$ cat src/hw/rtl/sliding_window_median_limit_macros.svh
// assertion macros for the sliding window median limit block
// no dependencies; included by the modules that carry assertions
`ifndef SLIDING_WINDOW_MEDIAN_LIMIT_MACROS_SVH
`define SLIDING_WINDOW_MEDIAN_LIMIT_MACROS_SVH

// consequent checked in the same cycle as the antecedent
`define SWML_ASSERT_NOW(lbl, clk, rst_n, ante, cons, msg) \
    lbl: assert property (@(posedge clk) disable iff (!rst_n) (ante) |-> (cons)) \
        else $error(msg);

// consequent checked in the cycle after the antecedent
`define SWML_ASSERT_NEXT(lbl, clk, rst_n, ante, cons, msg) \
    lbl: assert property (@(posedge clk) disable iff (!rst_n) (ante) |=> (cons)) \
        else $error(msg);

`endif

$ cat src/hw/rtl/swml_pkg.sv
// shared types and constants of the sliding window median limit block
// no dependencies
`timescale 1ns / 1ps

package swml_pkg;

    localparam int SIZE_W     = 32;
    localparam int MULT_W     = 8;
    localparam int PROD_W     = SIZE_W + MULT_W;
    localparam int CFG_IDX_W  = 2;
    localparam int CFG_DATA_W = 32;

    // register indexes
    localparam logic [CFG_IDX_W-1:0] CFG_MIN_LIMIT     = 2'd0;
    localparam logic [CFG_IDX_W-1:0] CFG_SIZE_MULTIPLE = 2'd1;

    // register reset values
    localparam logic [SIZE_W-1:0] MIN_LIMIT_RST = 32'd1000000;
    localparam logic [MULT_W-1:0] MULT_RST      = 8'd2;

    typedef enum logic [2:0] {
        TS_IDLE,
        TS_RING,
        TS_SORT,
        TS_LIMIT,
        TS_PUSH
    } t_top_state;

    typedef enum logic [2:0] {
        SS_IDLE,
        SS_RM,
        SS_INS,
        SS_FIX,
        SS_MA,
        SS_MB,
        SS_MC
    } t_sort_state;

    typedef struct packed {
        logic              start;
        logic              remove;
        logic [SIZE_W-1:0] old_size;
        logic [SIZE_W-1:0] new_size;
    } t_sort_req;

    typedef struct packed {
        logic              done;
        logic [SIZE_W-1:0] median;
    } t_sort_rsp;

    typedef struct packed {
        logic [SIZE_W-1:0] limit;
        logic [SIZE_W-1:0] median;
        logic              window_full;
    } t_lim_res;

endpackage

$ cat src/hw/rtl/swml_limit.sv
// limit arithmetic: median times multiple, saturated, floored at the minimum
// depends on swml_pkg
`timescale 1ns / 1ps

module swml_limit (
    input  logic                          i_clk,
    input  logic                          i_rst_n,
    input  logic                          i_start,
    input  logic [swml_pkg::SIZE_W-1:0]   i_median,
    input  logic                          i_full,
    input  logic [swml_pkg::SIZE_W-1:0]   i_min_limit,
    input  logic [swml_pkg::MULT_W-1:0]   i_multiple,
    output logic                          o_valid,
    output swml_pkg::t_lim_res            o_res
);

    logic [swml_pkg::PROD_W-1:0] r_prod;
    logic [swml_pkg::SIZE_W-1:0] r_med;
    logic                        r_full;
    logic                        r_v1, r_v2;
    swml_pkg::t_lim_res          r_res;

    logic [swml_pkg::SIZE_W-1:0] w_sat;
    logic [swml_pkg::SIZE_W-1:0] w_limit;

    assign w_sat   = (|r_prod[swml_pkg::PROD_W-1:swml_pkg::SIZE_W]) ? '1
                                                                    : r_prod[swml_pkg::SIZE_W-1:0];
    assign w_limit = (!r_full || r_med == '0 || w_sat < i_min_limit) ? i_min_limit : w_sat;

    always_ff @(posedge i_clk) begin
        if (i_start) begin
            r_prod <= swml_pkg::PROD_W'(i_median) * swml_pkg::PROD_W'(i_multiple);
            r_med  <= i_median;
            r_full <= i_full;
        end
        if (r_v1) begin
            r_res.limit       <= w_limit;
            r_res.median      <= r_full ? r_med : '0;
            r_res.window_full <= r_full;
        end
    end

    always_ff @(posedge i_clk) begin
        if (!i_rst_n) begin
            r_v1 <= 1'b0;
            r_v2 <= 1'b0;
        end else begin
            r_v1 <= i_start;
            r_v2 <= r_v1;
        end
    end

    assign o_valid = r_v2;
    assign o_res   = r_res;

endmodule

$ cat config.mk
export PLATFORM = sky130hd
export DESIGN_NAME = swml_limit
export DESIGN_NICKNAME = d
export VERILOG_FILES = /design/src/hw/rtl/sliding_window_median_limit_macros.svh /design/src/hw/rtl/swml_pkg.sv /design/src/hw/rtl/swml_limit.sv
export SDC_FILE = /design/constraint.sdc
export NUM_CORES = 1
export LEC_CHECK = 0
export BUFFER_PORTS_ARGS = -buffer_cell sky130_fd_sc_hd__buf_2
export CAP_MARGIN = 25
export CORE_ASPECT_RATIO = 1.4
export CORE_UTILIZATION = 60
export DETAILED_ROUTE_END_ITERATION = 12
export PLACE_DENSITY = 0.84
export SLEW_MARGIN = 40
export SYNTH_ARGS = -nofsm -noshare
export SYNTH_HDL_FRONTEND = slang
export SYNTH_SLANG_ARGS = --single-unit
export TNS_END_PERCENT = 100
$ cat constraint.sdc
create_clock -name i_clk -period 7.4 [get_ports i_clk]
set_input_delay 1.85 -clock i_clk [delete_from_list [all_inputs] [get_ports i_clk]]
set_output_delay 1.85 -clock i_clk [all_outputs]
set_load 0.1 [all_outputs]
# Word-level counts from Yosys, hierarchy flattened
# Index checks and enable logic that the tools add are counted.
[totals]
regBits = 140
output_inout_bits = 66
[classes]
mul = 1
n_lt_le_gt_ge = 1
mux = 2
reduce_logical = 5
[op_table]
columns = ["op", "count"]
rows = [
  ["$mux W32", 2],
  ["$mul A32 B8 Y40", 1],
  ["$logic_not A32 Y1", 1],
  ["$lt A32 B32 Y1", 1],
  ["$reduce_or A8 Y1", 1],
  ["$logic_or A1 B1 Y1", 2],
  ["$logic_not A1 Y1", 1],
]

# Depth between registers and ports, before layout
[logic_depth]
depth_word = 5
mapped_depth = 20
depth_no_buf = 18

# Worst setup path before layout
# No wires, ideal clock.
[synth_path]
path_type = "input -> register"
start = "in i_multiple[7] in the netlist's numbering"
end = "reg r_prod[37] in the netlist's numbering (data pin)"
arrival_time_ns = 6.476
required_time_ns = 7.128
setup_slack_ns = 0.652
stages = 18
n_path_buf = 1
cell_sequence = "clkbuf_1 > nand2_1 > fa_1 > fa_1 > inv_1 > fa_1 > inv_1 > fa_1 > inv_1 > ha_1 > o211ai_1 > a21oi_1 > o2111ai_1 > a31oi_1 > o32a_1 > a21oi_4 > and4b_1 > or4b_1"
[synth_between]
elab_chain_cells = 1
[synth_rtl]
columns = ["element", "line", "rtl"]
rows = [
  ["from (decl)", "swml_limit.sv:12", "input logic [swml_pkg::MULT_W-1:0] i_multiple,"],
  ["$mul A32 B8 Y40", "swml_limit.sv:32", "r_prod <= swml_pkg::PROD_W'(i_median) * swml_pkg::PROD_W'(i_multiple);"],
  ["to (signal assigned)", "swml_limit.sv:32", ""],
  ["to (decl)", "swml_limit.sv:17", "logic [swml_pkg::PROD_W-1:0] r_prod;"],
]
# No other way between the ends.
# A chain may end at the register's enable or synchronous reset.

# Worst setup path in the final report
[layout_path]
start = "in i_multiple[3] in the netlist's numbering"
end = "reg r_prod[37] in the netlist's numbering (data pin)"
# The elaborated chain is that of the path after synthesis.

==> summary.md <==
| Metric | Value |
|---|---|
| Path length in cells of the critical path | 17 |
| Die Area | 23,800 sq um |
| Largest net degree at the start of global routing | 75 |
| CTS HTree Levels | 4 |
| Max clock buf depth | 2 |
| Int Power | 2.98 mW |
| Combinational power share | 0.602 |
| Final Hold Viols | 0 |
| Ys Warns | 0 |
| FMAX | 0.147 GHz |
| CTS root buffer | clkbuf_16 |
| Highest Signal Layer | met5 |
| Setup TNS | 0 ps |
| Clock latency on the worst-skew pair | 420 ps |
| Peak fanout along the critical path | 32 |
| WP data required | 7550 ps |
| Final min period | 6820 ps |
| Metal3 WL | 1.92 mm |
| Clock transition at the registers of the reported paths | 60 ps |
| Clock power frac | 0.167 |
| Met2 WL | 15.0 mm |
| Iter 0 DRT Violations | 581 |
| Post-CTS setup buffers | 0 |
| Most frequent cell after synthesis | and2_1 |
| Post-DR vias/cell | 5.51 |
| Sw power | 2.24 mW |
| Switching Fraction | 0.429 |
| Ranking of synthesized cells by area | edfxtp_1, fa_1, and2_1 |
| Die height | 182 um |
| WL/cell | 16.8 um |
| RSZ-0062 raised after global routing | false |
| Top Ports | 142 |
| Starting Density | 0.614 |
| Post-route ant nets | 0 |
| Finish-stage setup viols | 0 |
| Status | completed |
| Max-cap check violation count | 0 |
| Ys async rst share | 0 |
| Seq/Total Area, Yosys | 0.301 |
| Layout cells sized above 1 | 0.147 |
| WHS Path Cells | 1 |
| Core ar. | 22,600 sq um |
| Die width | 131 um |
| Final Cycle Share | 0.922 |
| All-Layer GR Usage | 0.273 |
| Crit start category | input pin |
| Cts hold-fix bufs | 0 |
| TritonCTS clock tree | built |
| Slowest cell on the critical path | or4b_1 |
| Slew Limit Fails | 0 |
| Setup CP Type | in2reg |
| DRC | 0 |
| R2R cell count | 13 |
| Synthesized area per cell | 10.3 sq um |
| Global route overflow | 0 |
| Worst setup EP type | flop |
| Net Count, Synth | 1,700 |
| Synth top area share | 0.298 |
| Post-CTS Resized | 0 |
| Most frequent cells after synthesis | and2_1, inv_1, fa_1, edfxtp_1, nand2_1 |
| First-pass GRT wire length | 49.4 mm |
| Num CTS Buffers | 17 |
| Leak | 7.04 nW |
| Sequential cell fraction of total power | 0.231 |
| Worst Skew | 16.8 ps |
| Initial antenna violation count | 1 |
| Post-Route M1 WL | 12.4 mm |
| Synthesized cell area | 13,900 sq um |
| GP Congestion | 0.927 |
| Worst Path Buf+Inv | 3 |
| Hpwl dp | 23.3 mm |
| EDFF count, synth | 138 |
| Distinct cells, synth | 51 |
| TritonRoute pass-1 iters | 5 |
| Row cnt | 65 |
| Area grow syn2layout | 11.6% |
| Reg2reg setup slack | 3510 ps |
| Final setup margin | 578 ps |
| Maximum vdd drop | 0.000230 V |
| Crit-path max cell delay | 520 ps |
| # diodes | 0 |
| Hold Path Class | reg2reg |
| CP top delay family | adder cells |
| Top cell type by total area after synthesis | edfxtp_1 |
| Max_slew headroom | 0.546 |
| Critical path cell sequence | buf_2, and2_1, fa_1, fa_1, fa_1, inv_1, fa_1, inv_1, ha_1, a21o_1, a21o_1, a2111oi_4, o41ai_1, a311o_1, a21oi_4, nor3_1, or4b_1 |
| Via count | 9,853 |
| CTS sink count | 140 |
| Worst Max-Slew Pin Slew | 680 ps |
| # nets final | 1,822 |
| Drt total wl | 30.1 mm |
| Primary FF master, synth | edfxtp_1 |
| Power per cell area | 337 nW/um^2 |
| Placement Setup Slack | 198 ps |
| Yosys reg bits | 140 |
| CP most frequent cell | fa_1 |
| Data arrival, critical path | 6970 ps |
| Synth Instances | 1,353 |
| IO Port Bufs | 141 |
| Vias in the first global route | 10,200 |
==> state kept, by name, summed over array words and instances, names as in the netlist <==
register	flops
r_med	32
o_res	65
o_valid	1
r_v1	1
r_full	1
r_prod	40
==> stage by stage <==
stage	total power, mW	utilization	area, sq um	std cells	hold WS [ps]
6_report	5.22	0.685	15500	1789	550
2_1_floorplan	3.64	-	13900	1353	518
5_1_grt	5.64	0.685	15500	1789	582
4_1_cts	5.20	0.685	15500	1789	549
3_5_place_dp	4.32	0.658	14900	1757	535
3_3_place_gp	4.24	0.658	14900	1757	532
==> per-layer routing <==
metal  vias up  GRT usage
met5         -          0
met4         2     0.0956
met3        63     0.0445
met2       383      0.461
met1      4795      0.353
li1       4610          -
==> cell type report <==
| cell class | instances | area, sq um |
|---|---|---|
| well taps | 301 | 377 |
| clock buffers | 19 | 433 |
| inverters | 206 | 773 |
| clock inverters | 13 | 173 |
| fillers | 1732 | 7120 |
| multi-input cells | 955 | 8740 |
| flip-flops and latches | 140 | 4190 |
| repair buffers | 155 | 815 |
==> cells by family (layout without fill, tap and decap cells) <==
logic type	after synthesis	count (layout)	synth area share
and+or+nand+nor	489	489	0.192
adders and majority gates	271	271	0.342
buffers and inverters	258	393	0.0703
AOI/OAI and AO/OA	162	162	0.0741
DFF	140	140	0.301
xor gates and xnor gates	32	32	0.0202
muxes	1	1	0.000721
==> cells in the final DEF, fill, tap and decap left out, drive strengths merged, types with 2 or more instances in the layout <==
cell type and count:
a311oi 2, buf 155, o211ai 10, o21a 3, bufinv 4, a31oi 5
a21o 20, nand3 12, or2 31, nand2 121, a2111oi 3, and2 238
a211oi 6, nor2b 4, and3 5, clkinvlp 3, xor2 10, dfxtp 2
ha 91, nor3 10, a21oi 46, nor4 12, o21ai 50, clkbuf 19
o21bai 6, or4b 2, inv 207, nand2b 4, edfxtp 138, nor2 32
nand4 14, a311o 2, clkinv 5, xnor2 22, fa 180
==> power by group through the flow <==
stage	Combinational, mW	Clock (mW)	Sequential (mW)
global placement	3.02	0	1.22
global route	3.51	0.906	1.22
detailed placement	3.10	0	1.22
finish	3.14	0.871	1.21
CTS	3.11	0.883	1.21
floorplan	2.25	0	1.39
==> final timing paths <==
kind / start / end
hold / removal: r_med[6]$_DFFE_PP_ / o_res[7]$_SDFFCE_PN0P_
hold reg to reg: r_med[6]$_DFFE_PP_ / o_res[7]$_SDFFCE_PN0P_
setup reg to reg: r_prod[37]$_DFFE_PP_ / o_res[41]$_DFFE_PP_
setup / recovery: i_multiple[3] / r_prod[37]$_DFFE_PP_
Note: power is estimated with default switching activity, not from simulation.
