## config.mk

```make
export PLATFORM = sky130hd
export DESIGN_NAME = swml_sorter
export DESIGN_NICKNAME = d
export VERILOG_FILES = /design/src/hw/rtl/swml_pkg.sv /design/src/hw/rtl/swml_sorter.sv
export VERILOG_INCLUDE_DIRS = /design/src /design/src/hw/rtl
export SDC_FILE = /design/constraint.sdc
export NUM_CORES = 2
export LEC_CHECK = 0
export BUFFER_PORTS_ARGS = -buffer_cell sky130_fd_sc_hd__buf_2
export CAP_MARGIN = 20
export CORE_MARGIN = 10
export CORE_UTILIZATION = 34
export DETAILED_ROUTE_END_ITERATION = 12
export PLACE_DENSITY_LB_ADDON = 0.25
export REMOVE_ABC_BUFFERS = 1
export SETUP_SLACK_MARGIN = 0.2
export SYNTH_ARGS = -nofsm -noshare
export SYNTH_HDL_FRONTEND = slang
export SYNTH_SLANG_ARGS = --single-unit
```

## constraint.sdc

```tcl
create_clock -name i_clk -period 14.91 [get_ports i_clk]
set_input_delay 2.982 -clock i_clk [delete_from_list [all_inputs] [get_ports i_clk]]
set_output_delay 2.982 -clock i_clk [all_outputs]
set_load 0.005 [all_outputs]
```

## src/hw/rtl/sliding_window_median_limit_macros.svh

```systemverilog
// assertion macros for the sliding window median limit block
// no dependencies; included by the modules that carry assertions
`ifndef SLIDING_WINDOW_MEDIAN_LIMIT_MACROS_SVH
`define SLIDING_WINDOW_MEDIAN_LIMIT_MACROS_SVH

// consequent checked in the same cycle as the antecedent
`define SWML_ASSERT_NOW(lbl, clk, rst_n, ante, cons, msg) \
    lbl: assert property (@(posedge clk) disable iff (!rst_n) (ante) |-> (cons)) \
        else $error(msg);

// consequent checked in the cycle after the antecedent
`define SWML_ASSERT_NEXT(lbl, clk, rst_n, ante, cons, msg) \
    lbl: assert property (@(posedge clk) disable iff (!rst_n) (ante) |=> (cons)) \
        else $error(msg);

`endif

```

## src/hw/rtl/swml_pkg.sv

```systemverilog
// shared types and constants of the sliding window median limit block
// no dependencies
`timescale 1ns / 1ps

package swml_pkg;

    localparam int SIZE_W     = 32;
    localparam int MULT_W     = 8;
    localparam int PROD_W     = SIZE_W + MULT_W;
    localparam int CFG_IDX_W  = 2;
    localparam int CFG_DATA_W = 32;

    // register indexes
    localparam logic [CFG_IDX_W-1:0] CFG_MIN_LIMIT     = 2'd0;
    localparam logic [CFG_IDX_W-1:0] CFG_SIZE_MULTIPLE = 2'd1;

    // register reset values
    localparam logic [SIZE_W-1:0] MIN_LIMIT_RST = 32'd1000000;
    localparam logic [MULT_W-1:0] MULT_RST      = 8'd2;

    typedef enum logic [2:0] {
        TS_IDLE,
        TS_RING,
        TS_SORT,
        TS_LIMIT,
        TS_PUSH
    } t_top_state;

    typedef enum logic [2:0] {
        SS_IDLE,
        SS_RM,
        SS_INS,
        SS_FIX,
        SS_MA,
        SS_MB,
        SS_MC
    } t_sort_state;

    typedef struct packed {
        logic              start;
        logic              remove;
        logic [SIZE_W-1:0] old_size;
        logic [SIZE_W-1:0] new_size;
    } t_sort_req;

    typedef struct packed {
        logic              done;
        logic [SIZE_W-1:0] median;
    } t_sort_rsp;

    typedef struct packed {
        logic [SIZE_W-1:0] limit;
        logic [SIZE_W-1:0] median;
        logic              window_full;
    } t_lim_res;

endpackage

```

## src/hw/rtl/swml_sorter.sv

```systemverilog
// sorted store with remove and insert passes and median read-out
// depends on swml_pkg and sliding_window_median_limit_macros.svh
`timescale 1ns / 1ps
`include "sliding_window_median_limit_macros.svh"

module swml_sorter #(
    parameter int WINDOW = 64,
    localparam int AW = (WINDOW > 1) ? $clog2(WINDOW) : 1,
    localparam int CW = $clog2(WINDOW + 1)
) (
    input  logic                 i_clk,
    input  logic                 i_rst_n,
    input  swml_pkg::t_sort_req  i_req,
    input  logic [CW-1:0]        i_fill,
    output swml_pkg::t_sort_rsp  o_rsp
);

    localparam logic [AW-1:0] LAST    = AW'(WINDOW - 1);
    localparam logic [AW-1:0] RM_NEXT = AW'((WINDOW > 1) ? WINDOW - 2 : 0);
    localparam logic [AW-1:0] HALF_HI = AW'(WINDOW / 2);
    localparam logic [AW-1:0] HALF_LO = AW'((WINDOW / 2 > 0) ? WINDOW / 2 - 1 : 0);
    localparam bit            EVEN    = (WINDOW % 2) == 0;

    logic [swml_pkg::SIZE_W-1:0] r_mem [WINDOW];

    swml_pkg::t_sort_state r_state, n_state;
    logic [AW-1:0]               r_idx, n_idx, r_idx_d;
    logic                        r_issue, n_issue;
    logic                        r_found, n_found;
    logic                        r_vld_d;
    logic                        r_done;
    logic [swml_pkg::SIZE_W-1:0] r_old, r_new, r_rd_data, r_hi, r_median, n_median;

    logic                        w_we;
    logic [AW-1:0]               w_wa;
    logic [swml_pkg::SIZE_W-1:0] w_wd;
    logic [AW-1:0]               w_ra;
    logic                        w_rd_en;
    logic                        w_lt;
    logic [swml_pkg::SIZE_W:0]   w_sum;

    assign w_lt  = r_rd_data < r_new;
    assign w_sum = {1'b0, r_hi} + {1'b0, r_rd_data};

    // next state
    always_comb begin
        n_state = r_state;
        unique case (r_state)
            swml_pkg::SS_IDLE: begin
                if (i_req.start) begin
                    if (i_req.remove) begin
                        n_state = swml_pkg::SS_RM;
                    end else if (i_fill == '0) begin
                        n_state = swml_pkg::SS_FIX;
                    end else begin
                        n_state = swml_pkg::SS_INS;
                    end
                end
            end
            swml_pkg::SS_RM: begin
                if (r_vld_d && r_idx_d == LAST) begin
                    n_state = (WINDOW > 1) ? swml_pkg::SS_INS : swml_pkg::SS_FIX;
                end
            end
            swml_pkg::SS_INS: begin
                if (r_vld_d) begin
                    if (w_lt) begin
                        n_state = swml_pkg::SS_MA;
                    end else if (r_idx_d == '0) begin
                        n_state = swml_pkg::SS_FIX;
                    end
                end
            end
            swml_pkg::SS_FIX: n_state = swml_pkg::SS_MA;
            swml_pkg::SS_MA:  n_state = swml_pkg::SS_MB;
            swml_pkg::SS_MB:  n_state = swml_pkg::SS_MC;
            swml_pkg::SS_MC:  n_state = swml_pkg::SS_IDLE;
            default:          n_state = swml_pkg::SS_IDLE;
        endcase
    end

    // memory ports and pass counters
    always_comb begin
        n_idx    = r_idx;
        n_issue  = r_issue;
        n_found  = r_found;
        n_median = r_median;
        w_we     = 1'b0;
        w_wa     = r_idx_d;
        w_wd     = r_rd_data;
        w_ra     = r_idx;
        w_rd_en  = 1'b0;
        unique case (r_state)
            swml_pkg::SS_IDLE: begin
                if (i_req.start) begin
                    n_found = 1'b0;
                    n_issue = 1'b1;
                    n_idx   = i_req.remove ? '0 : AW'(i_fill - CW'(1));
                end
            end
            swml_pkg::SS_RM: begin
                // forward scan; once the old size is found, each later entry moves down one
                w_rd_en = r_issue;
                if (r_issue) begin
                    if (r_idx == LAST) begin
                        n_issue = 1'b0;
                    end else begin
                        n_idx = r_idx + AW'(1);
                    end
                end
                if (r_vld_d) begin
                    if (r_found) begin
                        w_we = 1'b1;
                        w_wa = r_idx_d - AW'(1);
                    end else if (r_rd_data == r_old) begin
                        n_found = 1'b1;
                    end
                    if (r_idx_d == LAST) begin
                        n_idx   = RM_NEXT;
                        n_issue = 1'b1;
                    end
                end
            end
            swml_pkg::SS_INS: begin
                // backward scan; larger entries move up until the new size fits
                w_rd_en = r_issue;
                if (r_issue) begin
                    if (r_idx == '0) begin
                        n_issue = 1'b0;
                    end else begin
                        n_idx = r_idx - AW'(1);
                    end
                end
                if (r_vld_d) begin
                    w_we = 1'b1;
                    w_wa = r_idx_d + AW'(1);
                    w_wd = w_lt ? r_new : r_rd_data;
                end
            end
            swml_pkg::SS_FIX: begin
                w_we = 1'b1;
                w_wa = '0;
                w_wd = r_new;
            end
            swml_pkg::SS_MA: w_ra = HALF_HI;
            swml_pkg::SS_MB: w_ra = HALF_LO;
            swml_pkg::SS_MC: begin
                n_median = EVEN ? w_sum[swml_pkg::SIZE_W:1] : r_hi;
            end
            default: ;
        endcase
    end

    always_ff @(posedge i_clk) begin
        if (w_we) begin
            r_mem[w_wa] <= w_wd;
        end
        r_rd_data <= r_mem[w_ra];
    end

    always_ff @(posedge i_clk) begin
        r_idx    <= n_idx;
        r_idx_d  <= r_idx;
        r_median <= n_median;
        if (r_state == swml_pkg::SS_MB) begin
            r_hi <= r_rd_data;
        end
        if (r_state == swml_pkg::SS_IDLE && i_req.start) begin
            r_old <= i_req.old_size;
            r_new <= i_req.new_size;
        end
    end

    always_ff @(posedge i_clk) begin
        if (!i_rst_n) begin
            r_state <= swml_pkg::SS_IDLE;
            r_issue <= 1'b0;
            r_found <= 1'b0;
            r_vld_d <= 1'b0;
            r_done  <= 1'b0;
        end else begin
            r_state <= n_state;
            r_issue <= n_issue;
            r_found <= n_found;
            r_vld_d <= w_rd_en;
            r_done  <= (r_state == swml_pkg::SS_MC);
        end
    end

    assign o_rsp.done   = r_done;
    assign o_rsp.median = r_median;

    `SWML_ASSERT_NOW(a_start_when_idle, i_clk, i_rst_n, i_req.start, r_state == swml_pkg::SS_IDLE, "sort request while busy")
    `SWML_ASSERT_NOW(a_done_in_idle, i_clk, i_rst_n, r_done, r_state == swml_pkg::SS_IDLE, "done outside idle")
    `SWML_ASSERT_NEXT(a_rm_ends, i_clk, i_rst_n, r_state == swml_pkg::SS_RM && r_vld_d && r_idx_d == LAST, r_state != swml_pkg::SS_RM, "remove pass overran")

endmodule

```

### After elaboration in Yosys (flattened, before gate mapping)

Memories as Yosys holds them, arrays and structs flattened. A register that Yosys moved wholly into a read port is not among the register bits.
Cells that the tools add are included.

* bits in registers: 147
* bits in latches: 0
* memory bits (writable): 2048
* ROM bits: 0
* input port bits: 75
* output and inout port bits: 33
* word-level logic and storage cells: 93
* memories: 1

Memory list
* r_mem: words 64, width 32, read ports 1, clocked after memory_dff 1, write ports 1, line swml_sorter.sv:24 `logic [swml_pkg::SIZE_W-1:0] r_mem [WINDOW];`

* add/subtract/negate cells: 6
* $mul: 0
* div/mod/pow operators: 0
* magnitude comparators: 1
* eq/ne operators: 16
* shift operators: 0
* mux-type cells: 44
* bitwise gates (word level): 0
* reductions and logical operators: 14

Operators with widths (count)
* 2-to-1 mux 6 bit: 11
* 2-to-1 mux 32 bit: 2
* case mux 32 bit (2 select lines): 1
* case mux 6 bit (3 select lines): 2
* adder 32 x 32 -> 33 bit: 1
* == test 32 bit: 1
* < comparator 32 bit: 1
* case mux 3 bit (6 select lines): 1
* subtractor 6 x 1 -> 6 bit, second input constant: 3
* 2-to-1 mux 1 bit: 17
* 2-to-1 mux 3 bit: 5
* adder 6 x 1 -> 6 bit, second input constant: 2
* == test 6 bit, second input constant: 2
* logical NOT 6 bit: 2
* inequality test 2 bit, second input constant: 6
* case mux 6 bit (2 select lines): 1
* == test 3 bit, second input constant: 3
* AND reduction 4 bit: 2
* logical NOT 7 bit: 1
* == test 3 x 2 -> 1 bit, second input constant: 2
* case mux 1 bit (3 select lines): 2
* AND reduction 2 bit: 2
* == test 3 x 1 -> 1 bit, second input constant: 1
* logical NOT 3 bit: 1
* 8 further kinds: 9

### Logic depth before layout (Yosys ltp)

* word-level depth: 6
* mapped depth: 14
* gate-level depth less buffers: 11

### Worst setup path after synthesis

Ideal clock, no wire load.

* path kind: input to register
* start: in i_req[65] in the netlist's numbering
* end: reg r_new[0] in the netlist's numbering, enable pin
* library setup time: 0.670 ns
* arrival time: 9.545 ns
* required time: 14.240 ns
* path slack: 4.695 ns
* cell stages on the path: 1
* path buffers: 0
* cells stage by stage: nor4b_1

* longest elaborated chain between the ends: 1

RTL lines
* from (decl): line swml_sorter.sv:13 `input swml_pkg::t_sort_req i_req,`
* logical AND 1 bit: line swml_sorter.sv:168 `if (r_state == swml_pkg::SS_IDLE && i_req.start) begin`
* to (signal assigned): line swml_sorter.sv:170 `r_new <= i_req.new_size;`
* to (decl): line swml_sorter.sv:32 `logic [swml_pkg::SIZE_W-1:0] r_old, r_new, r_rd_data, r_hi, r_median, n_median;`

No other way between the ends.
A chain may end at the register's enable or synchronous reset.

### Worst setup path after layout

* start: reg r_state[2]
* end: reg r_rd_data[12] in the netlist's numbering, read port of r_mem

* longest elaborated chain between the ends: 2
* elaborated cells between the ends (all ways): 3
* those cells by class: eq/ne: 2; mux: 1

RTL lines
* from (decl): line swml_sorter.sv:26 `swml_pkg::t_sort_state r_state, n_state;`
* from (signal assigned): line swml_sorter.sv:176 `r_state <= swml_pkg::SS_IDLE;`
* from (signal assigned): line swml_sorter.sv:182 `r_state <= n_state;`
* == test 3 bit: line swml_sorter.sv:93 `unique case (r_state)`
* case mux 6 bit (2 select lines) (*): line swml_sorter.sv:93
* to (decl): line swml_sorter.sv:32

Mark *: on every way between the ends. The rest lies on a longest branch, timed or not.

==> flow_metrics.tcl <==
set metrics [dict create \
    status "finished, final reports clean" \
    cts_tree "done" \
    die_area_um2 281000 \
    hold_ws_ns 0.583 \
    cp_max_fo 168 \
    grt_usage 0.195 \
    rsz0062_at_grt "false" \
    nets 6191 \
    drt_first_pass_iters 5 \
    clock_path_buffers 3 \
    period_share 0.416 \
    gr-total-overflow 0 \
    ys_seq_elements 2227 \
    num_vias 56100 \
    hold_viol_final 0 \
    viasPerCell 5.81 \
    dpl_cell_area_um2 93600 \
    syn_inst 5973 \
    max_cap_violations 0 \
    cts_buffers 227 \
    finalInstanceArea_um2 101000 \
    finalPower_mw 22.0 \
    skew_ns 0.0681 \
    slew_violations 0 \
    initial_core_util 0.342 \
    r2r_slack_ns 8.70 \
    power_density_nw_per_um2 218 \
    cts_resized 0 \
    seq_area_frac_synth 0.750 \
    cellLeakagePower_nw 31.8 \
    seq_area_um2 66400 \
    drt_wl_total_um 284000 \
    clock_latency_ns 0.90 \
    die_w_um 531 \
    root_buffer "clkbuf_16" \
    yosys.cell_types.count 66 \
    drive_gt1_frac 0.121 \
    synth_warnings 0 \
    cp_slowest_cell "nor3_1" \
    cts_setup_buffers 0 \
    synth_edf_count 2182 \
    areaGrowthSynthToFinish_pct 13.9 \
    multi_input_area_um2 20600 \
    vdd_drop_max_v 0.000193 \
    worstSetupStartpointType "register" \
    crit_top_cell "nor3_1" \
    fin_crit_ns 6.21 \
    slowest_delay_ns 0.81 \
    grt_start_max_net_pins 173 \
    synth_area_per_cell_um2 14.8 \
    dp_hpwl_um 147000 \
    cp-end-kind "register" \
    clk_pin_slew_ns 0.07 \
    gp_congestion 0.823 \
    tightest_slew_ns 1.20 \
    core-area_um2 259000 \
    syn_area_um2 88600 \
    io_pins 108 \
    h-tree-depth 4 \
    grt_first_pass_wirelength_um 403000 \
    nFillCells 23800 \
    slew_headroom 0.197 \
    synthFlopType "edfxtp_1" \
    max_freq_ghz 0.161 \
    path_cells "and3b_2 -> a21oi_4 -> buf_4 -> buf_12 -> buf_4 -> nor2b_1 -> a211oi_1 -> a311oi_1 -> nor3_1 -> nor3_1 -> nor3_1 -> a21oi_1" \
    min_path_type "reg -> reg" \
    clkSinkCount 2227 \
    required_ns 15.62 \
    rows 187 \
    finalSetupViolCount 0 \
    antenna_found_initial 11 \
    port_buffers 107 \
    cp.arrival_ns 6.92 \
    drcViolationCount 0 \
    ant_nets 0 \
    holdBufCountCts 0 \
    critPathKind "reg -> reg" \
    die_y_um 531 \
    synth-async-reset-ratio 0 \
    first_iter_violations 7387 \
    first_global_vias 53600 \
    wl_per_cell_um 29.5 \
    utilization 0.389 \
]
==> area by class of cell <==
cell class	count	share of cell area
inverters	51	0.00190
repair buffers	294	0.0215
flip-flops and latches	2227	0.658
clock inverters	108	0.0101
well taps	3402	0.0422
diodes	5	0.000124
multi-input cells	3245	0.204
clock buffers	318	0.0621
==> layer usage <==
metal	part of all wire	track usage	routed length [um]	vias up
met5	0	0	0	-
met3	0.078	0.0301	22200	428
met1	0.43	0.279	124000	29300
met4	0.034	0.0663	9760	0
met2	0.45	0.303	129000	2445
li1	-	-	-	23900
==> cell usage after synthesis (all sizes together), types with 51 or more instances <==
| cell type | count | area share |
|---|---|---|
| nor3 | 131 | 0.0074 |
| nor2 | 104 | 0.0046 |
| inv | 51 | 0.0022 |
| nor2b | 80 | 0.0056 |
| o221ai | 480 | 0.047 |
| clkbuf | 202 | 0.0086 |
| edfxtp | 2182 | 0.74 |
| and3 | 55 | 0.0039 |
| nand2 | 913 | 0.039 |
| buf | 248 | 0.015 |
| a211oi | 86 | 0.0073 |
| a21oi | 322 | 0.018 |
| a31oi | 63 | 0.0044 |
| ha | 69 | 0.0097 |
| a311oi | 151 | 0.015 |
| nand3 | 360 | 0.020 |
| o21ai | 62 | 0.0036 |
==> flip-flops by register name (all words and copies together) (netlist names), 3 cells and up <==
register,flops
r_new,32
r_idx_d,6
r_state,3
r_mem,2048
r_median,32
r_rd_data,32
r_idx,6
r_old,32
r_hi,32
==> cells in the final DEF, fill, tap and decap left out, types with 14 or more instances in the layout <==
master / instances
bufinv_16: 14
inv_1: 51
edfxtp_1: 2182
clkbuf_16: 228
mux4_2: 20
xnor2_1: 34
o311ai_0: 21
nor4_1: 21
o221ai_1: 480
dfxtp_1: 45
mux2_2: 23
ha_1: 69
a31oi_1: 63
a21oi_1: 316
nor2b_1: 80
o21ai_0: 51
clkbuf_8: 22
o22ai_1: 36
clkbuf_1: 68
a21o_1: 29
nor2_4: 66
nand4_1: 16
a311o_1: 38
nor3_1: 129
nand3_1: 360
nor2_1: 38
buf_12: 19
buf_2: 111
nand2_1: 913
buf_4: 164
a311oi_1: 151
and3_1: 55
a211oi_1: 85
clkinv_1: 46
clkinv_2: 29
xor2_1: 34
==> metrics by stage <==
step	setup WS (ns)	instances	setup TNS, ns
floorplan	-5.24	5523	-165.56
global placement	8.85	9206	0
detailed placement	8.76	9218	0
CTS	8.70	9644	0
global route	8.38	9646	0
finish	8.70	9650	0
==> cells by family after synthesis <==
family / count (synthesis) / synth area share
multiplexers: 54 / 0.00936
buffers and inverters: 501 / 0.0260
flip-flops: 2227 / 0.750
adder cells (fa/ha/maj): 70 / 0.00997
AO/OA/AOI/OAI: 1343 / 0.113
XOR/XNOR: 68 / 0.00672
AND/OR/NAND/NOR: 1710 / 0.0857
==> critical path, delay by kind of cell (launching register included) <==
| kind | cells | cell delay, ns |
|---|---|---|
| AO/OA/AOI/OAI | 4 | 1.07 |
| buffers and inverters | 3 | 2.10 |
| flip-flops | 1 | 0.65 |
| AND/OR/NAND/NOR | 5 | 1.94 |
==> power breakdown <==
part	switching, mW	internal (mW)	total, mW
combinational	5.93	2.05	7.98
sequential	0.294	8.11	8.41
clock	2.42	3.17	5.59
==> worst paths after layout <==
kind,startpoint,to,cells after the start
worst max-delay path,r_state[2]$_SDFFE_PN0P_,r_rd_data[12]$_DFF_P_,12
worst min-delay path,r_issue$_SDFFE_PN0P_,r_vld_d$_SDFF_PN0_,1
worst max register to register,r_state[2]$_SDFFE_PN0P_,r_rd_data[12]$_DFF_P_,12
worst min register to register,r_issue$_SDFFE_PN0P_,r_vld_d$_SDFF_PN0_,1
Note: power is estimated with default switching activity, not from simulation.
